[src/sv/ckc_pkg.sv]
`timescale 1ns / 1ps
// ----------------------------------------------------------------------------
// ckc_pkg: shared types and constants of the C keyword / switch-case counter
// Keyword table, counter width, report word layout and helper functions.
// ----------------------------------------------------------------------------
package ckc_pkg;

	// counter width and reported field width
	localparam int COUNT_BITS = 16;
	localparam int FIELD_BITS = 16;

	// word buffer: up to eight letters, one byte each, length saturates at 15
	localparam int MAX_MATCH_LEN = 8;
	localparam int WORD_BITS     = 8 * MAX_MATCH_LEN;
	localparam int LEN_BITS      = 4;
	localparam logic [LEN_BITS-1:0] LEN_MAX = '1;

	// keyword table
	localparam int KW_NUM       = 32;
	localparam int SWITCH_INDEX = 24;
	localparam int CASE_INDEX   = 2;

	// output queue depth (two words may enter per byte)
	localparam int QUEUE_DEPTH = 4;
	localparam int QPTR_BITS   = $clog2(QUEUE_DEPTH);
	localparam int QCNT_BITS   = $clog2(QUEUE_DEPTH + 1);

	// report kinds
	localparam logic KIND_SWITCH = 1'b0;
	localparam logic KIND_TOTALS = 1'b1;

	// separator bytes
	localparam logic [7:0] CH_SPACE   = 8'h20;
	localparam logic [7:0] CH_NEWLINE = 8'h0a;
	localparam logic [7:0] CH_DOT     = 8'h2e;
	localparam logic [7:0] CH_GT      = 8'h3e;
	localparam logic [7:0] CH_LT      = 8'h3c;
	localparam logic [7:0] CH_LBRACE  = 8'h7b;
	localparam logic [7:0] CH_LPAREN  = 8'h28;

	typedef logic [COUNT_BITS-1:0] count_t;
	typedef logic [WORD_BITS-1:0]  word_t;
	typedef logic [LEN_BITS-1:0]   len_t;

	// keyword literals, right-justified (last letter in the low byte)
	localparam word_t KW_LIT [KW_NUM] = '{
		64'("auto"),     64'("break"),    64'("case"),     64'("char"),
		64'("const"),    64'("continue"), 64'("default"),  64'("do"),
		64'("double"),   64'("else"),     64'("enum"),     64'("float"),
		64'("for"),      64'("goto"),     64'("if"),       64'("int"),
		64'("long"),     64'("register"), 64'("return"),   64'("short"),
		64'("signed"),   64'("sizeof"),   64'("static"),   64'("struct"),
		64'("switch"),   64'("typedef"),  64'("union"),    64'("unsigned"),
		64'("void"),     64'("volatile"), 64'("while"),    64'("extern")
	};

	localparam len_t KW_LEN [KW_NUM] = '{
		4'd4, 4'd5, 4'd4, 4'd4, 4'd5, 4'd8, 4'd7, 4'd2,
		4'd6, 4'd4, 4'd4, 4'd5, 4'd3, 4'd4, 4'd2, 4'd3,
		4'd4, 4'd8, 4'd6, 4'd5, 4'd6, 4'd6, 4'd6, 4'd6,
		4'd6, 4'd7, 4'd5, 4'd8, 4'd4, 4'd8, 4'd5, 4'd6
	};

	// one report word
	typedef struct packed {
		logic                  kind;
		logic [FIELD_BITS-1:0] case_count;
		logic [FIELD_BITS-1:0] keyword_total;
		logic [FIELD_BITS-1:0] switch_total;
		logic                  last;
	} rpt_t;

	// matcher result
	typedef struct packed {
		logic hit;
		logic is_switch;
		logic is_case;
	} match_t;

	// reorder a right-justified literal so the first letter sits in the low byte
	function automatic word_t kw_pack(input word_t lit, input len_t len);
		word_t res;
		res = '0;
		for (int i = 0; i < MAX_MATCH_LEN; i++) begin
			if (i < int'(len))
				res[8*i +: 8] = lit[8*(int'(len) - 1 - i) +: 8];
		end
		return res;
	endfunction

	// saturating increment
	function automatic count_t sat_inc(input count_t v);
		return (v == '1) ? v : count_t'(v + 1'b1);
	endfunction

	// low field bits of a counter
	function automatic logic [FIELD_BITS-1:0] to_field(input count_t v);
		return FIELD_BITS'(v);
	endfunction

endpackage

[src/sv/c_keyword_switch_case_counter_core.sv]
`timescale 1ns / 1ps
// ----------------------------------------------------------------------------
// c_keyword_switch_case_counter_core: C keyword and switch/case counter
// Splits source text into words, counts keywords, switches and the case words
// of each switch, and reports per-switch case counts and end-of-text totals.
//
//   channel | signals                                   | dir
//   --------+-------------------------------------------+-----
//   in      | in_valid/in_ready, char_code, end_of_text | in
//   out     | out_valid/out_ready, report_kind,         | out
//           | case_count, keyword_total, switch_total,  |
//           | last_of_run                               |
//
// One byte per cycle while the queue has room. A byte is held in the input
// register, then the word update, keyword compare and counters run in the same
// cycle and write 0, 1 or 2 words into a 4-entry output queue; a word is
// offered as soon as it is written into the queue. The queue drains one word
// per cycle, so sustained rate is set by out_ready; input stalls while the
// queue has fewer than two free slots.
// Reset clears all counters, the word buffer and the queue.
// ----------------------------------------------------------------------------
module c_keyword_switch_case_counter_core (
	input  logic                            clk,
	input  logic                            arst_n,
	input  logic                            in_valid,
	output logic                            in_ready,
	input  logic [7:0]                      char_code,
	input  logic                            end_of_text,
	output logic                            out_valid,
	input  logic                            out_ready,
	output logic                            report_kind,
	output logic [ckc_pkg::FIELD_BITS-1:0]  case_count,
	output logic [ckc_pkg::FIELD_BITS-1:0]  keyword_total,
	output logic [ckc_pkg::FIELD_BITS-1:0]  switch_total,
	output logic                            last_of_run
);
	import ckc_pkg::*;

	// input register
	logic       valid_s1;
	logic [7:0] char_s1;
	logic       eot_s1;

	// scan state
	word_t  letters_q;
	len_t   length_q;
	count_t kw_cnt_q;
	count_t sw_cnt_q;
	count_t cases_q;
	logic   sw_open_q;
	logic   after_sw_q;

	logic   room2;
	logic   advance;
	match_t match;

	logic   is_letter, is_sep;
	word_t  letters_d;
	len_t   length_d;
	count_t kw_cnt_d, sw_cnt_d, cases_d;
	logic   sw_open_d, after_sw_d;
	logic   rpt_sw, rpt_eot_sw, rpt_tot;
	rpt_t   rpt_a, rpt_b, rpt_c;
	rpt_t   push_d0, push_d1;
	logic [1:0] push_n;
	rpt_t   out_d;

	assign advance  = valid_s1 && room2;
	assign in_ready = !valid_s1 || advance;

	// input register
	always_ff @(posedge clk or negedge arst_n) begin
		if (!arst_n)
			valid_s1 <= 1'b0;
		else if (in_ready)
			valid_s1 <= in_valid;
	end

	always_ff @(posedge clk) begin
		if (in_ready && in_valid) begin
			char_s1 <= char_code;
			eot_s1  <= end_of_text;
		end
	end

	ckc_match u_match (
		.word_letters (letters_q),
		.word_length  (length_q),
		.match        (match)
	);

	// byte class
	always_comb begin
		is_letter = (char_s1 inside {[8'h41:8'h5a], [8'h61:8'h7a]});
		is_sep    = (char_s1 inside {CH_SPACE, CH_NEWLINE, CH_DOT, CH_GT,
			CH_LT, CH_LBRACE, CH_LPAREN});
	end

	// word, counter and switch state update
	always_comb begin
		letters_d  = letters_q;
		length_d   = length_q;
		kw_cnt_d   = kw_cnt_q;
		sw_cnt_d   = sw_cnt_q;
		cases_d    = cases_q;
		sw_open_d  = sw_open_q;
		after_sw_d = after_sw_q;
		rpt_sw     = 1'b0;
		if (is_letter) begin
			for (int i = 0; i < MAX_MATCH_LEN; i++) begin
				if (length_q == LEN_BITS'(i))
					letters_d[8*i +: 8] = char_s1;
			end
			if (length_q != LEN_MAX)
				length_d = len_t'(length_q + 1'b1);
		end else if (is_sep) begin
			if (match.hit)
				kw_cnt_d = sat_inc(kw_cnt_q);
			if (match.is_switch) begin
				sw_cnt_d   = sat_inc(sw_cnt_q);
				rpt_sw     = sw_open_q;
				sw_open_d  = 1'b1;
				after_sw_d = 1'b0;
				cases_d    = '0;
			end else if (sw_open_q) begin
				after_sw_d = 1'b1;
				if (match.is_case)
					cases_d = sat_inc(cases_q);
			end
			letters_d = '0;
			length_d  = '0;
		end
		rpt_eot_sw = eot_s1 && sw_open_d && after_sw_d;
		rpt_tot    = eot_s1;
	end

	// report words: the earlier switch report, the final switch report, totals
	always_comb begin
		rpt_a.kind          = KIND_SWITCH;
		rpt_a.case_count    = to_field(cases_q);
		rpt_a.keyword_total = to_field(kw_cnt_d);
		rpt_a.switch_total  = to_field(sw_cnt_d);
		rpt_a.last          = !eot_s1;

		rpt_b.kind          = KIND_SWITCH;
		rpt_b.case_count    = to_field(cases_d);
		rpt_b.keyword_total = to_field(kw_cnt_d);
		rpt_b.switch_total  = to_field(sw_cnt_d);
		rpt_b.last          = 1'b0;

		rpt_c.kind          = KIND_TOTALS;
		rpt_c.case_count    = '0;
		rpt_c.keyword_total = to_field(kw_cnt_d);
		rpt_c.switch_total  = to_field(sw_cnt_d);
		rpt_c.last          = 1'b1;

		push_d0 = rpt_sw ? rpt_a : (rpt_eot_sw ? rpt_b : rpt_c);
		push_d1 = rpt_c;
		push_n  = '0;
		if (advance)
			push_n = 2'(rpt_sw) + 2'(rpt_eot_sw) + 2'(rpt_tot);
	end

	// state registers; end of text returns everything to reset values
	always_ff @(posedge clk or negedge arst_n) begin
		if (!arst_n) begin
			letters_q  <= '0;
			length_q   <= '0;
			kw_cnt_q   <= '0;
			sw_cnt_q   <= '0;
			cases_q    <= '0;
			sw_open_q  <= 1'b0;
			after_sw_q <= 1'b0;
		end else if (advance) begin
			if (eot_s1) begin
				letters_q  <= '0;
				length_q   <= '0;
				kw_cnt_q   <= '0;
				sw_cnt_q   <= '0;
				cases_q    <= '0;
				sw_open_q  <= 1'b0;
				after_sw_q <= 1'b0;
			end else begin
				letters_q  <= letters_d;
				length_q   <= length_d;
				kw_cnt_q   <= kw_cnt_d;
				sw_cnt_q   <= sw_cnt_d;
				cases_q    <= cases_d;
				sw_open_q  <= sw_open_d;
				after_sw_q <= after_sw_d;
			end
		end
	end

	ckc_queue u_queue (
		.clk       (clk),
		.arst_n    (arst_n),
		.push_n    (push_n),
		.push_d0   (push_d0),
		.push_d1   (push_d1),
		.room2     (room2),
		.out_valid (out_valid),
		.out_ready (out_ready),
		.out_d     (out_d)
	);

	assign report_kind   = out_d.kind;
	assign case_count    = out_d.case_count;
	assign keyword_total = out_d.keyword_total;
	assign switch_total  = out_d.switch_total;
	assign last_of_run   = out_d.last;

endmodule

[src/sv/ckc_match.sv]
`timescale 1ns / 1ps
// ----------------------------------------------------------------------------
// ckc_match: keyword matcher
// Compares the buffered word against all 32 keywords in parallel.
// ----------------------------------------------------------------------------
module ckc_match (
	input  ckc_pkg::word_t  word_letters,
	input  ckc_pkg::len_t   word_length,
	output ckc_pkg::match_t match
);
	import ckc_pkg::*;

	logic [KW_NUM-1:0] eq;

	// one compare per keyword; longer words never match
	always_comb begin
		for (int k = 0; k < KW_NUM; k++) begin
			eq[k] = (word_length == KW_LEN[k]) &&
				(word_letters == kw_pack(KW_LIT[k], KW_LEN[k]));
		end
	end

	assign match.hit       = |eq;
	assign match.is_switch = eq[SWITCH_INDEX];
	assign match.is_case   = eq[CASE_INDEX];

endmodule

[src/sv/ckc_queue.sv]
`timescale 1ns / 1ps
// ----------------------------------------------------------------------------
// ckc_queue: output report queue
// Small FIFO that takes up to two report words per cycle and gives one.
// ----------------------------------------------------------------------------
module ckc_queue (
	input  logic         clk,
	input  logic         arst_n,
	input  logic [1:0]   push_n,
	input  ckc_pkg::rpt_t push_d0,
	input  ckc_pkg::rpt_t push_d1,
	output logic         room2,
	output logic         out_valid,
	input  logic         out_ready,
	output ckc_pkg::rpt_t out_d
);
	import ckc_pkg::*;

	rpt_t                 mem_q [QUEUE_DEPTH];
	logic [QPTR_BITS-1:0] wr_ptr_q;
	logic [QPTR_BITS-1:0] rd_ptr_q;
	logic [QCNT_BITS-1:0] count_q;
	logic                 pop;

	assign pop       = out_valid && out_ready;
	assign out_valid = (count_q != '0);
	assign out_d     = mem_q[rd_ptr_q];
	// room for a worst-case byte (two words), ignoring a pop in the same cycle
	assign room2     = (count_q <= QCNT_BITS'(QUEUE_DEPTH - 2));

	// storage
	always_ff @(posedge clk) begin
		if (push_n != 2'd0)
			mem_q[wr_ptr_q] <= push_d0;
		if (push_n == 2'd2)
			mem_q[QPTR_BITS'(wr_ptr_q + 1'b1)] <= push_d1;
	end

	// pointers and fill level
	always_ff @(posedge clk or negedge arst_n) begin
		if (!arst_n) begin
			wr_ptr_q <= '0;
			rd_ptr_q <= '0;
			count_q  <= '0;
		end else begin
			wr_ptr_q <= QPTR_BITS'(wr_ptr_q + push_n);
			if (pop)
				rd_ptr_q <= QPTR_BITS'(rd_ptr_q + 1'b1);
			count_q <= QCNT_BITS'(count_q + QCNT_BITS'(push_n) - QCNT_BITS'(pop));
		end
	end

endmodule

[config.mk]
export PLATFORM = sky130hd
export DESIGN_NAME = c_keyword_switch_case_counter_core
export DESIGN_NICKNAME = d
export VERILOG_FILES = /design/src/sv/ckc_pkg.sv /design/src/sv/c_keyword_switch_case_counter_core.sv /design/src/sv/ckc_match.sv /design/src/sv/ckc_queue.sv
export SDC_FILE = /design/constraint.sdc
export NUM_CORES = 1
export LEC_CHECK = 0
export ABC_AREA = 1
export CORE_AREA = 2 2 159 277
export DETAILED_ROUTE_END_ITERATION = 10
export DIE_AREA = 0 0 161 279
export DONT_BUFFER_PORTS = 1
export PLACE_DENSITY_LB_ADDON = 0.12
export SETUP_SLACK_MARGIN = 0.4
export SLEW_MARGIN = 20
export SYNTH_ARGS = -nofsm -noshare
export SYNTH_HDL_FRONTEND = slang
export SYNTH_SLANG_ARGS = --single-unit
[constraint.sdc]
create_clock -name clk -period 5.2 [get_ports clk]
set_clock_uncertainty 0.15 [all_clocks]
set_input_delay 0.26 -clock clk [delete_from_list [all_inputs] [get_ports clk]]
set_output_delay 0.26 -clock clk [all_outputs]
set_load 0.01 [all_outputs]
==> results by stage <==
Synth:
- The synthesized design spends more area on one cell type than any other, namely edfxtp_1.
- The commonest register cell after synthesis is edfxtp_1.
- The synthesized netlist occupies a cell area of 19010 sq um.
- By area the synthesized netlist is led by edfxtp_1 (22%), dfrtp_1 (17%), nand2_1 (14%).
- The net count after synthesis is 2594.
- The dominant cell by count in the synthesized netlist is nand2_1.
- The top cell type by area accounts for 21.65% of the synthesized area.
- In this run, synthesis inferred 137 flip-flops with an integrated enable.
- The proportion of synthesized chip area in sequential cells is 45.82%.
- The mean instance size in the synthesized netlist is 7.401 sq um.
- The post-synthesis sequential element count is 335.
- Yosys mapped the design onto 58 distinct sky130hd cell types.
- Ranked by instance count, the synthesized netlist is headed by nand2_1 (711), nor2_1 (522), inv_1 (193).
- The number of warnings issued by yosys is 0.
- In the synthesized netlist the async set-or-reset flop fraction comes to 37.61%.
- Synthesis produced 2568 cells.

Placed design:
- The HPWL after detailed placement is about 48 mm.
- The last weighted congestion value of the routability-driven placer is 0.9987.
- Once placement completed, the tool counted placed cells totaling 3067.
- The total placed instance area is between 15000 and 20000 sq um.
- The count of buffers inserted at the top-level ports is 0.

Outcome:
- The flow ran to the end, and the final reports show no timing, DRC or antenna violations.

Die:
- After floorplanning, the core was divided into 100 placement rows.
- The die is 161 um wide.
- The die outline area is 44920 sq um.
- Once the floorplan was initialized, standard cells occupied 44.68% of the core.
- Pin placement for this block handled 65 I/O pins.
- Measured along the y axis, the die boundary spans 279 um.
- In this run the standard cell core region covers roughly 43000 sq um.

Final layout:
- From synthesis to final layout, the design area changed by 10.25%.
- The finished cells cover between 20000 and 25000 sq um.
- The final non-filler cell total is 3144.
- The total number of nets in the final design is 2582.
- Of the cells placed in the final design, the portion with a size suffix greater than 1 is 8.866%.
- The number of antenna diodes in the final layout is 0.

STA:
- Setup repair after global routing left no endpoint under its margin.
- The transition time at the pin with the least slew margin is 1.054 ns.
- The setup TNS after final layout is 0 ns.
- The worst hold margin is 0.1970 ns.
- The final number of hold-violating endpoints is 0.
- The time the worst path needs with I/O delays and setup is just over 4 ns.
- The maximum achievable frequency is between 200 and 250 MHz.
- The share of the cycle needed by the critical path after routing is between 70% and 80%.
- In this run the tightest slew margin relative to its limit is just under 30%.
- The number of pins exceeding their max-slew limit in the final report came to 0.
- Setup violations remaining at the end of the flow were counted as 0.

Global routing:
- Global routing finished with a remaining overflow of 0.
- The via count of the first global-routing pass is ~17000.
- The maximum number of pins on one net before global-route repair is 127.
- The total global-route track usage is 29.14%.
- The wire length of the first global-routing pass is 99.88 mm.
- The initial antenna violation count came to 0.

Critical path:
- In this run the critical register-to-register path is captured at u_queue.mem_q[0][8].
- The worst setup path is captured at a flip-flop.
- The startpoint type of the worst setup path is a flip-flop.
- The largest driver fanout on the critical path is 34.
- The critical register-to-register path startpoint is letters_q[58].
- The required time of the critical path is 5.22 ns.
- The depth of the worst register-to-register path is 18.
- Data on the critical path arrives at its endpoint at 4.16 ns.
- The critical path in this run is classified as reg2reg.
- The reg-to-reg setup timing slack is approximately 1.1 ns.

Worst hold path:
- The end point of the worst hold path is char_s1[5].
- The class of the worst hold path is in2reg.
- The origin of the worst min-delay path is char_code[5].
- The cell depth of the worst hold path is 1.

Detailed routing:
- The remaining antenna violation count after routing is 0.
- The final routed wire length divided by cell count is 20.65 um.
- The DRC violations left is 0.
- The via count of the routed design is between 15000 and 20000.
- For this block, the routed nets add up to about 65 mm of wire.
- The first-pass detailed-route iteration total is 5.
- After detailed routing, the number of vias per cell comes to 5.406.
- The starting DRC count in detailed routing is 1407.

Pwr:
- The leakage dissipation is 8.228 nW.
- The worst IR drop on VDD is 0.3511 mV.
- The power per standard cell area is 472.5 nW/um^2.

Job:
- The number of max-capacitance violations reported is 0.

Clocking:
- CTS built an H-tree with a depth of 2.
- The total setup buffers inserted after CTS is 0.
- The number of clock sinks is 335.
- Counting the buffers created by CTS gives 35.
- Clock latency on the worst-skew pair, taken at its later pin, is 0.54 ns.
- Clock tree synthesis selected as its root buffer the cell clkbuf_16.
- The count of cells resized by post-cts repair is 0.
- The clock input transition at the sequential cells of the worst setup and hold paths is 0.06 ns.
- The clock tree from TritonCTS is yes.
- The number of buffers on the longest clock path is 3.
- The number of hold buffers added after CTS is 13.
cell usage in the layout, fill, tap and decap left out, types with 8 or more instances in the layout:
master | netlist | routed
a21oi_1 | 40 | 40
buf_4 | 1 | 32
clkbuf_1 | 53 | 9
clkbuf_16 | 0 | 36
dfrtp_1 | 126 | 125
dfxtp_1 | 72 | 72
dlygate4sd3_1 | 0 | 12
edfxtp_1 | 137 | 137
ha_1 | 11 | 11
inv_1 | 193 | 193
inv_2 | 16 | 16
nand2_1 | 711 | 711
nand2_2 | 31 | 31
nand3_1 | 161 | 161
nand4_1 | 23 | 23
nor2_1 | 522 | 521
nor2_2 | 24 | 25
nor2_4 | 15 | 15
nor3_1 | 32 | 32
o21ai_0 | 168 | 168
o21ai_1 | 15 | 15
o22ai_1 | 76 | 76
o22ai_4 | 8 | 8
xor2_1 | 14 | 14
stage by stage:
stage,util [%],power [mW],setup slack (ns)
after global placement,45.91,7.113,1.094
after global routing,49.26,10.46,0.8301
after CTS,49.25,10.01,1.031
final,49.26,9.902,1.061
after detailed placement,45.91,7.163,1.048
after floorplan,-,5.968,1.187
report_power, final:
part	internal (mW)	switching (mW)	leakage, nW
combinational	0.860	2.73	4.09
sequential	3.18	0.328	3.51
clock	1.71	1.08	0.623
total	5.76	4.14	8.23
worst max-delay path: stages, from the launching register on:
cell and delay [ns]:
dfrtp_1 0.40, nor2_1 0.24, nand2_1 0.14, nor2_4 0.23, nand2_4 0.22, inv_2 0.10, nand3_1 0.13, clkinv_2 0.13
nand2_4 0.12, nand2_2 0.13, nor2_4 0.06, inv_8 0.18, fa_1 0.49, nor2_4 0.19, nor2_4 0.10, nor3_4 0.15
inv_2 0.05, nand2_2 0.07, buf_4 0.43
cells by family (layout without fill, tap and decap cells):
family | count (synthesis) | after routing | synth area share, %
xor+xnor | 19 | 19 | 0.9151
flops | 335 | 335 | 45.82
compound gates | 327 | 327 | 10.13
simple gates | 1564 | 1564 | 35.40
buf+inv | 310 | 325 | 6.807
fa+ha+maj | 13 | 13 | 0.9348
layout make-up:
type                    instances  area [sq um]
inverters                     213         810.8
clock buffers                  51          1017
multi-input cells            1923          9011
clock inverters                13         255.2
well taps                     561         701.9
repair buffers                 48         447.9
fillers                      4300         21590
flip-flops and latches        335          8710
state kept, by name, indices dropped and copies added, names as in the netlist, 2 cells and up:
| signal | cells |
|---|---|
| cases_q | 16 |
| char_s1 | 8 |
| kw_cnt_q | 16 |
| length_q | 4 |
| letters_q | 64 |
| sw_cnt_q | 16 |
| u_queue.count_q | 3 |
| u_queue.mem_q | 200 |
| u_queue.rd_ptr_q | 2 |
| u_queue.wr_ptr_q | 2 |
worst max-delay path by stage:
stage,endpoint,cells after the start,from,slack (ns)
detailed placement,u_queue.mem_q[0][4],18,letters_q[58],1.05
finish,u_queue.mem_q[0][8],18,letters_q[58],1.06
CTS,u_queue.mem_q[0][8],18,letters_q[58],1.03
global placement,u_queue.mem_q[3][6],18,letters_q[58],1.09
floorplan,u_queue.mem_q[1][8],20,char_s1[7],1.19
global route,u_queue.mem_q[3][11],18,letters_q[25],0.83
layer usage:
layer  vias up  routed length [um]  GRT usage (%)
met2       429               35200          55.57
met1      8104               23360          30.78
li1       8300                   -              -
met3       162                2100          2.629
met5         -                   0              0
met4         0                4263          17.10
No activity file was read; power rests on OpenSTA's default activity.
